$ cat config.mk
export PLATFORM = sky130hd
export DESIGN_NAME = rgbse_window
export DESIGN_NICKNAME = d
export VERILOG_FILES = /design/src/rtl/core/rgbse_pkg.sv /design/src/rtl/core/rgbse_window.sv
export SDC_FILE = /design/constraint.sdc
export NUM_CORES = 1
export LEC_CHECK = 0
export ABC_AREA = 1
export BUFFER_PORTS_ARGS = -buffer_cell sky130_fd_sc_hd__buf_2
export CORE_UTILIZATION = 60
export DETAILED_ROUTE_END_ITERATION = 10
export PLACE_DENSITY = 0.85
export SYNTH_ARGS = -nofsm -noshare
export SYNTH_HDL_FRONTEND = slang
export SYNTH_SLANG_ARGS = --single-unit
$ cat constraint.sdc
create_clock -name i_clk -period 15.5 [get_ports i_clk]
set_input_delay 4.65 -clock i_clk [delete_from_list [all_inputs] [get_ports i_clk]]
set_output_delay 4.65 -clock i_clk [all_outputs]
set_load 0.01 [all_outputs]
$ cat src/rtl/core/rgbse_pkg.sv
`timescale 1ns / 1ps
// ----------------------------------------------------------------------------
// rgbse_pkg
// Shared types, constants and helpers of the RGB-to-gray Sobel edge filter.
// ----------------------------------------------------------------------------
package rgbse_pkg;

    localparam int MAX_WIDTH_DEF = 2048;
    localparam int CFG_W         = 12;
    localparam int PIX_W         = 8;
    localparam int ROW_W         = 12;
    localparam int CMP_W         = 14;
    localparam int ACC_W         = 24;

    localparam logic [CFG_W-1:0] FRAME_WIDTH_RST  = 12'd640;
    localparam logic [CFG_W-1:0] FRAME_HEIGHT_RST = 12'd480;

    localparam logic [15:0] W_RED   = 16'd13933;
    localparam logic [15:0] W_GREEN = 16'd46871;
    localparam logic [15:0] W_BLUE  = 16'd4732;

    typedef enum logic [0:0] {
        CFG_FRAME_WIDTH  = 1'b0,
        CFG_FRAME_HEIGHT = 1'b1
    } t_cfg_index;

    typedef struct packed {
        logic valid;
        logic emit;
        logic last;
    } t_stage_ctl;

    typedef struct packed {
        logic             valid;
        logic [PIX_W-1:0] edge_value;
        logic             last;
    } t_result;

    function automatic logic [CMP_W-1:0] eff_width(input logic [CFG_W-1:0] fw,
                                                   input logic [CMP_W-1:0] maxw);
        logic [CMP_W-1:0] w;
        w = {{(CMP_W-CFG_W){1'b0}}, fw};
        if (w == '0) begin
            w = {{(CMP_W-1){1'b0}}, 1'b1};
        end
        if (w > maxw) begin
            w = maxw;
        end
        return w;
    endfunction

endpackage

$ cat src/rtl/core/rgbse_window.sv
`timescale 1ns / 1ps
// ----------------------------------------------------------------------------
// rgbse_window
// Line store read stage: forwarding, write-back, 3x3 window and the summed
// Sobel kernel with clamping.
// ----------------------------------------------------------------------------
module rgbse_window #(
    parameter int AW = $clog2(rgbse_pkg::MAX_WIDTH_DEF)
) (
    input  logic                        i_clk,
    input  logic                        i_rst_n,
    input  logic                        i_en,
    input  rgbse_pkg::t_stage_ctl       i_ctl,
    input  logic [AW-1:0]               i_col,
    input  logic [rgbse_pkg::PIX_W-1:0] i_gray,
    input  logic [rgbse_pkg::PIX_W-1:0] i_rd_a,
    input  logic [rgbse_pkg::PIX_W-1:0] i_rd_b,
    output logic                        o_wr_en,
    output logic [AW-1:0]               o_wr_addr,
    output logic [rgbse_pkg::PIX_W-1:0] o_wr_a,
    output logic [rgbse_pkg::PIX_W-1:0] o_wr_b,
    output rgbse_pkg::t_result          o_res
);
    import rgbse_pkg::*;

    t_stage_ctl       r_ctl;
    logic [AW-1:0]    r_col;
    logic [PIX_W-1:0] r_gray;
    logic             r_fwd_hit;
    logic [PIX_W-1:0] r_fwd_a;
    logic [PIX_W-1:0] r_fwd_b;
    logic [PIX_W-1:0] r_w0, r_w1, r_w3, r_w4, r_w5;

    logic [PIX_W-1:0] mid;
    logic [PIX_W-1:0] top;
    logic [9:0]       pos_sum;
    logic [9:0]       neg_sum;
    logic signed [10:0] diff;
    logic [PIX_W-1:0] clamped;

    assign mid = r_fwd_hit ? r_fwd_a : i_rd_a;
    assign top = r_fwd_hit ? r_fwd_b : i_rd_b;

    always_ff @(posedge i_clk) begin
        if (!i_rst_n) begin
            r_ctl     <= '0;
            r_fwd_hit <= 1'b0;
            r_w0      <= '0;
            r_w1      <= '0;
            r_w3      <= '0;
            r_w4      <= '0;
            r_w5      <= '0;
        end else if (i_en) begin
            r_ctl     <= i_ctl;
            r_fwd_hit <= r_ctl.valid && i_ctl.valid && (r_col == i_col);
            if (r_ctl.valid) begin
                r_w0 <= r_w3;
                r_w1 <= r_w4;
                r_w3 <= top;
                r_w4 <= mid;
                r_w5 <= r_gray;
            end
        end
    end

    always_ff @(posedge i_clk) begin
        if (i_en) begin
            r_col   <= i_col;
            r_gray  <= i_gray;
            r_fwd_a <= r_gray;
            r_fwd_b <= mid;
        end
    end

    assign o_wr_en   = i_en && r_ctl.valid;
    assign o_wr_addr = r_col;
    assign o_wr_a    = r_gray;
    assign o_wr_b    = mid;

    always_comb begin
        pos_sum = 10'(r_w0) + 10'(r_w3) + 10'(r_w1);
        neg_sum = 10'(mid) + 10'(r_w5) + 10'(r_gray);
        diff    = $signed({1'b0, pos_sum}) - $signed({1'b0, neg_sum});
        if (diff < 0) begin
            clamped = '0;
        end else if (diff > 11'sd127) begin
            clamped = 8'd255;
        end else begin
            clamped = {diff[6:0], 1'b0};
        end
    end

    assign o_res.valid      = i_en && r_ctl.valid && r_ctl.emit;
    assign o_res.edge_value = clamped;
    assign o_res.last       = r_ctl.last;

endmodule

==> metrics <==
status=complete, no violations; Syn Std Cell Area=about 4300 um^2; Leak=between 2 and 2.5 nW; skew final=around 0.011 ns; die area=approximately 7500 um^2; IO Pins=~80; Routed WL=approximately 8.2 mm; chip height=just under 90 um; Initial Util=between 60% and 70%; # Max-Cap Violations=0; TritonCTS clock tree=built; hold buffers post-CTS=0; Comb pwr share=between 40% and 50%; initial antenna violation count=0; Psw=between 0.0002 and 0.0003 W; setup_tns=0 ns; placed cells=617; Crit path top cell by count=nand2_1; Clock Path Buffers=2; CTS Buf Count=9; final hold slack=about 0.46 ns; largest net degree at the start of global routing=between 40 and 50; Syn Area/Cell=roughly 9.4 um^2; post-DP HPWL=5.98 mm; port buffer count=between 70 and 80; commonest non-fill, non-tap cells in the layout=inv_1 (98), buf_2 (78), nand2_1 (52), dfxtp_1 (44), o21ai_0 (43); die width=just under 90 um; Final #Nets=about 600; routed via count=3,186; Internal=a little over 0.0004 W; cell family with most CP delay=adder cells; via/cell ratio=approximately 5.0; dpl ws=roughly 2.5 ns; clk_lat worst skew=about 0.35 ns; Setup WS post-layout=about 2.5 ns; post-layout min period=~13 ns; share of cells above drive strength 1=between 20% and 30%; Final Power=around 0.00066 W; core area=roughly 7000 um^2; area grow syn2layout=14.6%; cells along the critical path=buf_2 -> o21ai_0 -> inv_1 -> fa_1 -> inv_1 -> fa_1 -> inv_1 -> fa_1 -> inv_1 -> ha_1 -> fa_1 -> nand2_1 -> nand2_1 -> nand3_2 -> nand2_1 -> nand2_1 -> nand2_2 -> nor2_4 -> nand2_2 -> nand2_4 -> nand2_1 -> buf_2; Post-CTS Setup Bufs=0; CP Class=in -> out; average wire per standard cell=13.0 um; drt pass-1 iters=4; Final Hold Viols=0; CP required=approximately 11 ns; Sw Ratio=a little under two fifths; CP max FO=5; Tot GR Track Use=about a quarter; Root Buffer=clkbuf_8; # DRC=0; CP startpoint kind=input pin; Critical Path Slowest Stage Cell=fa_1; Post-Syn Nets=roughly 540; # clock sinks=between 70 and 80; Clk pin slew, worst setup/hold paths=approximately 0.08 ns; register area share after synthesis=approximately 45%; FMAX=~77 MHz; Clk network pwr share=20.8%; commonest non-fill, non-tap cell in the layout=inv_1; post-route ant nets=0; crit-path max cell delay=between 0.5 and 0.6 ns; Final setup viols=0; first-pass GRT wire length=roughly 14 mm; Resize count post-CTS=0; crit share post-route=between 80% and 90%; global placement routability congestion=approximately 0.88; Ys Warns=0; First DRT Iteration DRCs=131; post-synthesis cell count=between 400 and 500; Max VDD drop=about 73 uV; register share of total power=between 30% and 40%; total gr overflow=0; Core Rows=30; Finished Layout Cells=633; Worst Tran Pin Value=between 0.8 and 0.9 ns; RSZ-0062 raised after global routing=no; Pwr Density=134 nW/um^2; Pins Over Slew Limit=0; Slew headroom=between 40% and 50%; Antenna Cells=0; Worst setup EP type=output pin; Yosys reg bits=79; Crit path arrival time=between 8 and 9 ns; Buf/Inv on CP=6; vias in the first global route=around 3,200; htree depth=3; synth unique cells=29; Hold Crit Class=reg -> reg
-- cells by family (layout without fill, tap and decap cells) --
| family | after synthesis | after routing | share of synthesized area (%) |
|---|---|---|---|
| AOI/OAI and AO/OA | 83 | 83 | 10.3 |
| xor gates and xnor gates | 11 | 11 | 2.25 |
| adders and majority gates | 43 | 43 | 18.2 |
| buffers and inverters | 114 | 194 | 10.3 |
| DFF | 79 | 79 | 45.1 |
| and+or+nand+nor | 127 | 127 | 13.8 |
-- registers in the layout, summed over array words and instances, names as in the netlist --
register / cells
r_fwd_b: 8
o_wr_addr: 11
o_res: 1
r_fwd_hit: 1
o_wr_a: 8
r_w5: 8
r_w4: 8
r_fwd_a: 8
r_w0: 8
r_w1: 8
r_ctl: 2
r_w3: 8
-- power groups by stage --
stage | registers [W] | clock network, W | logic [W]
2_1_floorplan | 0.000243 | 0 | 0.000209
3_3_place_gp | 0.000242 | 0 | 0.000271
3_5_place_dp | 0.000243 | 0 | 0.000283
4_1_cts | 0.000238 | 0.000139 | 0.000285
5_1_grt | 0.000240 | 0.000147 | 0.000324
6_report | 0.000238 | 0.000137 | 0.000282
-- synth_stat cells --
| cell type | count | area share (%) |
|---|---|---|
| xnor2_1 | 6 | 1.2 |
| dfxtp_1 | 44 | 21 |
| buf_2 | 5 | 0.58 |
| nand3_2 | 1 | 0.23 |
| or2_2 | 11 | 1.6 |
| xor2_1 | 5 | 1.0 |
| and2_1 | 1 | 0.15 |
| fa_1 | 32 | 15 |
| a21oi_1 | 29 | 3.4 |
| nand2_2 | 3 | 0.44 |
| o21bai_1 | 2 | 0.35 |
| o21ai_0 | 43 | 5.0 |
| buf_4 | 2 | 0.35 |
| or2_1 | 1 | 0.15 |
| nand2_4 | 1 | 0.26 |
| clkbuf_1 | 9 | 0.79 |
| edfxtp_1 | 35 | 25 |
| o211ai_1 | 8 | 1.4 |
| or2_4 | 1 | 0.20 |
| nand3b_1 | 1 | 0.18 |
| nor2_4 | 1 | 0.26 |
| nand2_1 | 52 | 4.6 |
| nor3_1 | 4 | 0.47 |
| ha_1 | 11 | 3.2 |
| nand3_1 | 22 | 2.6 |
| inv_1 | 98 | 8.6 |
| nand3_4 | 1 | 0.41 |
| a21boi_1 | 1 | 0.18 |
| nor2_1 | 27 | 2.4 |
-- worst register-to-register path, cell delays in order, from the launching register on --
cell     delay (ns)
dfxtp_1        0.76
inv_1          0.46
or2_2          0.40
o21ai_0        0.20
inv_1          0.14
-- through the flow --
step | utilization [%] | instance area [um^2]
6_report | 71.9 | 4910
4_1_cts | 71.9 | 4910
5_1_grt | 71.9 | 4910
3_3_place_gp | 69.3 | 4740
3_5_place_dp | 69.3 | 4740
2_1_floorplan | - | 4280
-- path summary, 6_finish.rpt --
kind,slack [ns],cells past startpoint,from,to
min reg2reg,0.46,2,r_ctl[1],r_ctl[1]
min,0.46,2,r_ctl[1],r_ctl[1]
max reg2reg,13.27,4,r_fwd_hit,r_fwd_b[4]
max,2.48,22,i_rd_a[1],o_res[7]
-- layout make-up --
class                           count  area, um^2
Clock buffer                       11         141
Clock inverter                      5        33.8
Fill cell                         531        1920
Inverter                           98         368
Multi-Input combinational cell    264        1910
Sequential cell                    79        1930
Tap cell                           96         120
Timing Repair Buffer               80         405
-- metal layers --
layer,GRT usage [%],vias to the layer above,part of all wire (%)
li1,-,1591,-
met1,28.7,1491,42
met2,44.6,89,51
met3,6.29,15,4.6
met4,8.18,0,1.9
met5,0,-,0
Note: power is estimated with default switching activity, not from simulation.
